### src/band_stereo_correlation_meter_top_defines.svh
// Assertion macros for the band stereo correlation meter.
// Used by the top level only; expects clk and arst_n in scope.
`ifndef BAND_STEREO_CORRELATION_METER_TOP_DEFINES_SVH
`define BAND_STEREO_CORRELATION_METER_TOP_DEFINES_SVH

// Same-cycle implication.
`define BSCM_ASSERT_IMP(lbl, ante, cons, msg) \
	lbl: assert property (@(posedge clk) disable iff (!arst_n) (ante) |-> (cons)) \
		else $error(msg);

// Next-cycle implication.
`define BSCM_ASSERT_NXT(lbl, ante, cons, msg) \
	lbl: assert property (@(posedge clk) disable iff (!arst_n) (ante) |=> (cons)) \
		else $error(msg);

`endif

### src/bscm_ram.sv
// Generic single-port RAM with registered read.
// No dependencies.
module bscm_ram #(
	parameter int WIDTH = 17,
	parameter int DEPTH = 128
) (
	input  logic                     clk,
	input  logic                     we,
	input  logic [$clog2(DEPTH)-1:0] addr,
	input  logic [WIDTH-1:0]         wdata,
	output logic [WIDTH-1:0]         rdata
);

	logic [WIDTH-1:0] mem [DEPTH];

	always_ff @(posedge clk) begin
		if (we) begin
			mem[addr] <= wdata;
		end
		rdata <= mem[addr];
	end

endmodule

### config.mk
export PLATFORM = sky130hd
export DESIGN_NAME = bscm_ram
export DESIGN_NICKNAME = d
export VERILOG_FILES = /design/src/band_stereo_correlation_meter_top_defines.svh /design/src/bscm_ram.sv
export SDC_FILE = /design/constraint.sdc
export NUM_CORES = 2
export LEC_CHECK = 0
export BUFFER_PORTS_ARGS = -buffer_cell sky130_fd_sc_hd__buf_2
export CELL_PAD_IN_SITES_DETAIL_PLACEMENT = 1
export CELL_PAD_IN_SITES_GLOBAL_PLACEMENT = 1
export CORE_UTILIZATION = 55
export CTS_BUF_LIST = sky130_fd_sc_hd__clkbuf_2 sky130_fd_sc_hd__clkbuf_4 sky130_fd_sc_hd__clkbuf_8
export DETAILED_ROUTE_END_ITERATION = 10
export PLACE_DENSITY_LB_ADDON = 0.2
export SLEW_MARGIN = 10
export SYNTH_ARGS = -nofsm -noshare
export SYNTH_HDL_FRONTEND = slang
export SYNTH_SLANG_ARGS = --single-unit
### constraint.sdc
create_clock -name clk -period 3.9 [get_ports clk]
set_input_delay 0.39 -clock clk [delete_from_list [all_inputs] [get_ports clk]]
set_output_delay 0.39 -clock clk [all_outputs]
set_load 0.03 [all_outputs]
==> out/metrics.sh <==
VIAS_PER_CELL=7.06
SYNTH_TOP_CELL_AREA_SHARE_PCT=77.7
FIN_SETUP_TNS_NS=0
FIN_SKEW_NS=0.0578
WORSTHOLDPATHTYPE='primary input to flip-flop'
SYNTH_EDF_COUNT=2176
CTSRESIZECOUNT=0
REPORT.FINAL.SETUP_VIOL=0
DETAILROUTE.VIA_COUNT=53900
CP_COMMON_CELL='buf_12'
MAXSLEWVIOLCOUNT=0
FINAL_CELLS=7635
TOTALPOWERFINAL_W=0.0485
PERIOD_UTILISATION_LAYOUT_PCT=80.4
NETLIST_CELL_TYPES=73
TIGHTEST_SLEW_NS=1.34
TIMING.MAX_SLEW.REL_SLACK_PCT=10.4
GP_CONGESTION=0.955
WORSTSKEWPAIRLATENCY_NS=1.03
POST-PLACE-CELLS=7002
SYNTH_CELLS=4866
POSTSYNTHAREAPERCELL_UM2=17.3
CTS.HTREE.LEVELS=5
GLOBALROUTE.TOTALOVERFLOW=0
INITIAL_UTILIZATION_PCT=55.4
SERIES_OF_CELL_INSTANCES_ALONG_THE_CRITICAL_PATH='buf_8 > buf_12 > nor2_4 > buf_12 > buf_12 > a22oi_1 > o221ai_1 > o21ai_0 > a2111oi_1 > or4_1'
SYNTHTOPCELLSBYCOUNT='edfxtp_1, a221oi_1, a22oi_1'
ROWS=143
WL_PER_CELL_UM=38.2
CRITICAL_PATH.MAX_FANOUT=52
STARTPOINT_TYPE='primary input'
SYN2LAYOUT_AREA_GROWTH_PCT=14.5
OUTCOME='completed'
SYNTH.MOST_COMMON_CELL='edfxtp_1'
CLKTRANSATPATHREGS_NS=0.06
STATIC-LEAKAGE-POWER_nW=30.9
ROUTE.DETAILED.DRC=0
CTS-BUFFERS-INSERTED=359
PIN_COUNT_OF_THE_BIGGEST_NET_ENTERING_GLOBAL_ROUTING=129
LAYOUT_MIN_CYCLE_TIME_NS=3.14
FINAL_NETS=5367
TOP_LEVEL_PORTS=43
SYNTH-SEQ-CELLS=2193
DIE_AREA_UM2=155000
CELL_TYPES_OCCUPYING_THE_MOST_AREA_AFTER_SYNTHESIS='edfxtp_1, a221oi_1, a22oi_1'
GLOBAL_ROUTE_WIRE_LENGTH_BEFORE_REPAIR_MM=407
DETAILEDROUTE.FIRSTPASSITERATIONCOUNT=6
R2R_SETUP_SLACK_NS=0.98
TIMING.MAX_CAP.VIOLATIONS=0
WORST-SETUP-PATH-TYPE='primary input to flip-flop'
SYNTH.CELL_AREA_UM2=84100
PORTBUFFERS=42
P_PER_AREA_nW_PER_UM2=504
HOLD_SLACK_NS=0.0343
FP.DIEH_UM=393
DETAILEDPLACEMENTHPWL_MM=179
FMAX_ACHIEVED_MHz=319
CTS_SINKS=2193
SEQ_AREA_FRAC_SYNTH_PCT=78.1
PLACED_CELL_AREA_UM2=89500
CRITPATHREQUIREDTIME_NS=4.86
WORST_IR_DROP_VDD_mV=0.489
CRITICAL_PATH_BUF_INV_COUNT=4
FINAL.FILL_COUNT=13100
YOSYSWARNINGS=0
FLOORPLAN.CORE_AREA_UM2=152000
FINAL_DESIGN_AREA_NO_FILL_UM2=96300
CRIT_PATH_TOP_DELAY_CELL='a2111oi_1'
NET_COUNT_AFTER_SYNTHESIS=4892
CLOCKROOTBUFFER='clkbuf_8'
WORST_PATH_DOMINANT_CELL_FAMILY='compound AO/OA/AOI/OAI gates'
CP_SLOWEST_STAGE_DELAY_NS=1.16
YS_DOMINANT_REG_CELL='edfxtp_1'
GLOBAL_ROUTE.USAGE.TOTAL_PCT=37.9
GRT_PASS1_VIAS=55000
CP_DATA_ARRIVAL_TIME_NS=4.09
GRT_ANTENNA_BEFORE_REPAIR=16
ASYNCSETRESETFLOPFRACSYNTH_PCT=0
FLOORPLAN.DIE.WIDTH_UM=393
INITIALDRTVIOLATIONCOUNT=7609
ANTENNA_LEFT=0
CTS_TREE='built'
CTS_BUFFER_DEPTH=4
WIRELENGTH_MM=292
HOLD_VIOL=0
FRACTION_OF_FINAL_LAYOUT_CELLS_WITH_DRIVE_STRENGTH_GREATER_THAN_1_PCT=21.9
RSZ_0062_RAISED_AFTER_GLOBAL_ROUTING='no'
CELL_TYPE_CONTRIBUTING_THE_MOST_TOTAL_CELL_AREA_AFTER_SYNTHESIS='edfxtp_1'
CRIT_PATH_END_KIND='flip-flop'
flip-flops by register name, indices dropped and copies added (netlist names):
| name | cells |
|---|---|
| rdata | 17 |
| mem | 2176 |
where the power goes:
part	switching (W)	internal, W	total, W
Combinational	0.00233	0.000882	0.00321
Clock	0.00900	0.0102	0.0192
Sequential	0.000104	0.0260	0.0261
layer usage:
layer	vias to the layer above	share of wire, %	track usage [%]
met5	-	0.023	0
met4	10	7.2	23.7
met3	971	12	9.85
met2	4081	46	58.4
met1	27700	35	48.1
li1	21200	-	-
kinds of logic (layout without fill, tap and decap cells):
logic type,count (synthesis),after routing,share of synthesized area [%]
AO/OA/AOI/OAI,1479,1479,12.7
buffers and inverters,379,1113,2.15
flip-flops,2193,2193,78.1
multiplexers,292,292,4.25
other,0,5,0
AND/OR/NAND/NOR,523,523,2.85
cell usage in the layout (no fill, tap or decap), types with 120 or more instances in the layout:
cell type / count
clkbuf_8: 375
mux2i_1: 120
mux2_2: 121
a221oi_1: 332
a22oi_1: 282
o21ai_0: 203
nor2_1: 229
buf_4: 383
a21oi_1: 255
edfxtp_1: 2176
what timing repair did:
action / in CTS / in global routing
buffers inserted: 0 / 0
setup endpoints to repair: 0 / 0
hold buffers: 7 / 1
hold endpoints to repair: 151 / 4
stage by stage:
stage	utilization, %	setup slack [ns]
after floorplan	-	0.666
after global placement	58.9	0.100
after detailed placement	58.9	0.254
after CTS	63.4	1.08
after global routing	63.4	1.04
final	63.4	0.764
worst register-to-register path: stages (launching register included):
cell	delay, ns
edfxtp_1	0.34
mux2_2	0.16
a22oi_1	0.07
o221ai_1	0.62
o21ai_0	0.24
a2111oi_1	1.16
or4_1	0.25
path summary, 6_finish.rpt:
path / startpoint / endpoint / cells past startpoint
min: wdata[4] / mem[63][4]$_DFFE_PP_ / 1
max reg2reg: mem[25][11]$_DFFE_PP_ / rdata[11]$_DFF_P_ / 6
max: addr[2] / rdata[11]$_DFF_P_ / 10
min reg2reg: mem[117][10]$_DFFE_PP_ / rdata[10]$_DFF_P_ / 4
area by class of cell:
class                   count  area (µm²)  area share [%]
flip-flops and latches   2193       65700            68.2
repair buffers            486        4510            4.69
clock inverters           141         726           0.754
clock buffers             479        5940            6.17
inverters                   7        32.5          0.0338
well taps                2030        2540            2.64
diodes                      5        12.5          0.0130
multi-input cells        2294       16800            17.5
Note: power is estimated with default switching activity, not from simulation.
