## config.mk

```make
export PLATFORM = sky130hd
export DESIGN_NAME = bscm_isqrt
export DESIGN_NICKNAME = d
export VERILOG_FILES = /design/src/band_stereo_correlation_meter_top_defines.svh /design/src/bscm_pkg.sv /design/src/bscm_isqrt.sv
export SDC_FILE = /design/constraint.sdc
export NUM_CORES = 1
export LEC_CHECK = 0
export BUFFER_PORTS_ARGS = -buffer_cell sky130_fd_sc_hd__buf_4
export CAP_MARGIN = 20
export CORE_MARGIN = 4
export CORE_UTILIZATION = 35
export CTS_CLUSTER_DIAMETER = 80
export CTS_CLUSTER_SIZE = 12
export DETAILED_ROUTE_END_ITERATION = 8
export GPL_TIMING_DRIVEN = 0
export PLACE_DENSITY = 0.55
export SLEW_MARGIN = 20
export SYNTH_ARGS = -nofsm -noshare
export SYNTH_HDL_FRONTEND = slang
export SYNTH_SLANG_ARGS = --single-unit
```

## constraint.sdc

```tcl
create_clock -name clk -period 14.1 [get_ports clk]
set_input_delay 2.115 -clock clk [delete_from_list [all_inputs] [get_ports clk]]
set_output_delay 2.115 -clock clk [all_outputs]
set_load 0.005 [all_outputs]
```

## src/band_stereo_correlation_meter_top_defines.svh

```systemverilog
// Assertion macros for the band stereo correlation meter.
// Used by the top level only; expects clk and arst_n in scope.
`ifndef BAND_STEREO_CORRELATION_METER_TOP_DEFINES_SVH
`define BAND_STEREO_CORRELATION_METER_TOP_DEFINES_SVH

// Same-cycle implication.
`define BSCM_ASSERT_IMP(lbl, ante, cons, msg) \
	lbl: assert property (@(posedge clk) disable iff (!arst_n) (ante) |-> (cons)) \
		else $error(msg);

// Next-cycle implication.
`define BSCM_ASSERT_NXT(lbl, ante, cons, msg) \
	lbl: assert property (@(posedge clk) disable iff (!arst_n) (ante) |=> (cons)) \
		else $error(msg);

`endif

```

## src/bscm_pkg.sv

```systemverilog
// Shared types and constants of the band stereo correlation meter.
// No dependencies.
package bscm_pkg;

	localparam int DEF_MAX_BANDS   = 128;
	localparam int DEF_SAMPLE_BITS = 18;

	localparam int ADDR_W = 5;
	localparam int DATA_W = 64;
	localparam int WGT_W  = 17;
	localparam int BAND_W = 7;
	localparam int THR_W  = 62;
	localparam int COEF_W = 16;

	localparam logic [WGT_W-1:0]  ONE_Q16     = 17'd65536;
	localparam logic [COEF_W-1:0] ATTACK_RST  = 16'd32768;
	localparam logic [COEF_W-1:0] RELEASE_RST = 16'd6554;

	typedef enum logic [1:0] {
		REG_OPEN,
		REG_CLOSE,
		REG_ATTACK,
		REG_RELEASE
	} reg_idx_t;

	typedef enum logic [4:0] {
		ST_CLEAR,
		ST_IDLE,
		ST_SQ,
		ST_WT,
		ST_ACC,
		ST_GATE,
		ST_SQX,
		ST_SQY,
		ST_MUL,
		ST_CSET,
		ST_CDIV,
		ST_WSET,
		ST_WDIV,
		ST_WSQ,
		ST_SMUL,
		ST_FIN,
		ST_OUT
	} state_t;

	typedef struct packed {
		logic        start;
		logic [63:0] op;
	} sqrt_req_t;

	typedef struct packed {
		logic        done;
		logic [31:0] root;
	} sqrt_rsp_t;

endpackage

```

## src/bscm_isqrt.sv

```systemverilog
// Iterative 64-bit integer square root, one result bit per cycle.
// Depends on bscm_pkg.
module bscm_isqrt (
	input  logic                 clk,
	input  logic                 arst_n,
	input  bscm_pkg::sqrt_req_t  req,
	output bscm_pkg::sqrt_rsp_t  rsp
);
	import bscm_pkg::*;

	logic [63:0] n_q;
	logic [63:0] res_q;
	logic [63:0] bit_q;
	logic [4:0]  cnt_q;
	logic        busy_q;
	logic        done_q;
	logic [63:0] trial;
	logic        take;

	assign trial = res_q + bit_q;
	assign take  = n_q >= trial;

	always_ff @(posedge clk or negedge arst_n) begin
		if (!arst_n) begin
			busy_q <= 1'b0;
			done_q <= 1'b0;
			cnt_q  <= '0;
		end else begin
			done_q <= busy_q && (cnt_q == 5'd31);
			if (req.start) begin
				busy_q <= 1'b1;
				cnt_q  <= '0;
			end else if (busy_q) begin
				cnt_q <= cnt_q + 5'd1;
				if (cnt_q == 5'd31) begin
					busy_q <= 1'b0;
				end
			end
		end
	end

	always_ff @(posedge clk) begin
		if (req.start) begin
			n_q   <= req.op;
			res_q <= '0;
			bit_q <= 64'd1 << 62;
		end else if (busy_q) begin
			if (take) begin
				n_q   <= n_q - trial;
				res_q <= (res_q >> 1) + bit_q;
			end else begin
				res_q <= res_q >> 1;
			end
			bit_q <= bit_q >> 2;
		end
	end

	assign rsp.done = done_q;
	assign rsp.root = res_q[31:0];

endmodule

```

==> impl_metrics.env <==
export IMPL_ys_warn_count=0
export IMPL_end_kind="register"
export IMPL_rows=77
export IMPL_switchingPower_uw=1670
export IMPL_cts_setup_buffers=0
export IMPL_synth_top_family_by_area="compound AO/OA/AOI/OAI gates"
export IMPL_cp_startpoint="res_q[2]"
export IMPL_cts_hold_fix_buffers=0
export IMPL_fin_crit_ns=8.40
export IMPL_crit_required_ns=14.26
export IMPL_synth_seq_area_share_pct=25.7
export IMPL_cp_common_cell="a31oi_1"
export IMPL_drc_errors=0
export IMPL_netlist_instances=2000
export IMPL_drtIter0Drc=1262
export IMPL_die_h_um=219
export IMPL_powerDensity_nw_per_um2=196
export IMPL_avgSynthCellArea_um2=7.81
export IMPL_slowest_delay_ns=0.61
export IMPL_io_buffers=98
export IMPL_synth_area_leaders="dfxtp_1, edfxtp_1, ha_1"
export IMPL_post_synth_top_count_cell="nand2_1"
export IMPL_gp_congestion=0.966
export IMPL_rrSetupSlack_ns=5.70
export IMPL_fill_cells=4652
export IMPL_antenna_found_initial=0
export IMPL_overflow=0
export IMPL_maxSlewViolCount=0
export IMPL_yosysTopAreaCellShare_pct=12.3
export IMPL_clkLatencyLatePin_ns=0.46
export IMPL_cts_num_sinks=167
export IMPL_diodes=0
export IMPL_crit_path_max_fanout=24
export IMPL_peakVddDrop_mv=0.0808
export IMPL_leakagePower_uw=0.00709
export IMPL_finalSetupViolCount=0
export IMPL_slowest_stage="a211oi_1"
export IMPL_cts_buffers=17
export IMPL_timing_setup_critical_path_class="register to register"
export IMPL_hold_path_class="register to register"
export IMPL_tritoncts="done"
export IMPL_multi_input_comb_area_um2=10700
export IMPL_max_freq_mhz=119
export IMPL_synth_nets=2200
export IMPL_synth_simple_area_share_pct=19.6
export IMPL_ys_types=78
export IMPL_rsz0062_at_grt="false"
export IMPL_track_usage_pct=22.6
export IMPL_swShare_pct=48.0
export IMPL_grt_max_degree=25
export IMPL_arrival_ns=8.56
export IMPL_ys_ff_latch=167
export IMPL_synth_ff_type="dfxtp_1"
export IMPL_hpwl_um=43900
export IMPL_r2r_start="res_q[2]"
export IMPL_timing_final_ws_setup_ns=5.70
export IMPL_synthToLayoutAreaGrowth_pct=13.8
export IMPL_grt_pass1_wl_um=84900
export IMPL_drive_above_1_share_pct=11.0
export IMPL_fin_crit_sh_pct=59.6
export IMPL_outcome="complete, no violations"
export IMPL_finalHoldViolations=0
export IMPL_h_tree_depth=4
export IMPL_avgRoutedWirePerCell_um=20.3
export IMPL_synth_edf_count=64
export IMPL_first_global_vias=14900
export IMPL_final_nets=2320
export IMPL_slew_headroom_pct=26.1
export IMPL_clkSlewWorstSetupHoldPaths_ns=0.07
export IMPL_pre_cts_slack_ns=5.81
export IMPL_core_um2=44100
export IMPL_synth_mux_area_share_pct=2.92
export IMPL_path_cells="ha_1 > a31oi_1 > a211oi_1 > a21oi_1 > o21ai_0 > a21oi_1 > o31ai_1 > a31oi_1 > o21ai_1 > a41oi_1 > xor2_1 > ha_1 > clkbuf_1 > nand4_1 > or3_1 > or4b_1 > a31oi_1 > nor2_1 > buf_6 > buf_6 > buf_2 > o21ai_4 > buf_16 > buf_16"
export IMPL_ios=100
export IMPL_instances_no_fill=2725
export IMPL_first_pass_iters=7
export IMPL_via_count=15600
export IMPL_cts_root_buffer="clkbuf_16"
export IMPL_cp_start_kind="register"
export IMPL_initial_core_util_pct=35.4
export IMPL_synth_largest_area_cell="dfxtp_1"
export IMPL_maxCapViolations=0
export IMPL_viasPerCell=5.74
export IMPL_cpLargestDelayFamily="compound AO/OA/AOI/OAI gates"
export IMPL_cts_resized=0
export IMPL_seq_area_um2=4020
export IMPL_pwr_share_seq_pct=22.8
export IMPL_async_reset_ff_share_pct=4.19
export IMPL_synth_compound_area_share_pct=25.8
export IMPL_cp_num_buf_inv=6
export IMPL_placedCellCount=2693
export IMPL_power_frac_clock_pct=14.4
export IMPL_hp_start="res_q[0]"
export IMPL_p_int_uw=1810
export IMPL_dieArea_um2=48100
export IMPL_synth_xor_area_share_pct=9.31
export IMPL_synthesis_area_um2=15600
export IMPL_tightest_slew_ns=1.11
export IMPL_synth_fa_ha_area_share_pct=10.7
export IMPL_dieWidth_um=219
export IMPL_wl_um=55200
export IMPL_yosys_top_cells_count="nand2_1, nor2_1, o21ai_0"
export IMPL_p_comb_share_pct=62.8
export IMPL_clockBufferDepth=2
export IMPL_drtAntennaViolNets=0
export IMPL_clock_skew_ns=0.0109
[through the flow]
stage	hold WS [ns]	TNS, ns	area, um2	util [%]	power [uW]
after floorplan	0.478	0	15600	-	2340
after global placement	0.511	-73.25	17100	38.7	2930
after detailed placement	0.529	0	17200	38.9	2950
after CTS	0.538	0	17800	40.3	3460
after global routing	0.578	0	17800	40.3	3750
final	0.527	0	17800	40.3	3480
[logic make-up (layout without fill, tap and decap cells)]
logic type	count (synthesis)	count (layout)
and+or+nand+nor	674	674
AOI/OAI and AO/OA	618	618
buffers and inverters	197	330
DFF	167	167
xor gates and xnor gates	166	166
adders and majority gates	133	133
muxes	45	45
[layer usage]
layer	global-route usage [%]	wire length [um]	up-vias
met2	35.8	24600	525
met1	32.2	26000	7463
met4	7.29	1620	0
met5	0	0	-
li1	-	-	7568
met3	2.66	3060	80
[worst paths after layout]
path,endpoint,cells past startpoint
min in group asynchronous,done_q,1
max,n_q[35],24
min,res_q[0],2
min reg2reg,res_q[0],2
max in group asynchronous,busy_q,1
max reg2reg,n_q[35],24
[cells in the final DEF, fill, tap and decap left out, types with 52 or more instances in the layout]
cell type    n
a31oi_1     71
xor2_1      78
edfxtp_1    64
nand2_1    253
dfxtp_1     96
nand4_1     52
nor2_1     202
o21ai_0    165
xnor2_1     88
a21oi_1    113
buf_4      134
clkbuf_1    99
ha_1       132
[tightest hold or removal path, delay by kind of cell, from the launching register on]
family / cells / cell delay [ns]
flip-flops: 1 / 0.34
AND/OR/NAND/NOR: 1 / 0.09
AO/OA/AOI/OAI: 1 / 0.05
[flip-flops by register name, indices dropped and copies added (netlist names)]
| register | count |
|---|---|
| done_q | 1 |
| cnt_q | 5 |
| res_q | 64 |
| busy_q | 1 |
| bit_q | 32 |
| n_q | 64 |
[cell type report]
cell class	instances	share of cell area [%]
sequential	167	22.6
clock inverter	14	0.950
clock buffer	18	2.41
multi-input combinational	1636	60.2
timing repair buffer	101	4.53
inverter	42	0.887
tap	592	4.17
buffer	155	4.29
[power by group through the flow]
stage	registers, uW	logic, uW	clock network [uW]
after global placement	828	2100	0
after floorplan	774	1570	0
final	793	2190	502
after detailed placement	803	2140	0
after CTS	793	2160	509
after global routing	806	2420	529
(Power assumes the default switching activity.)
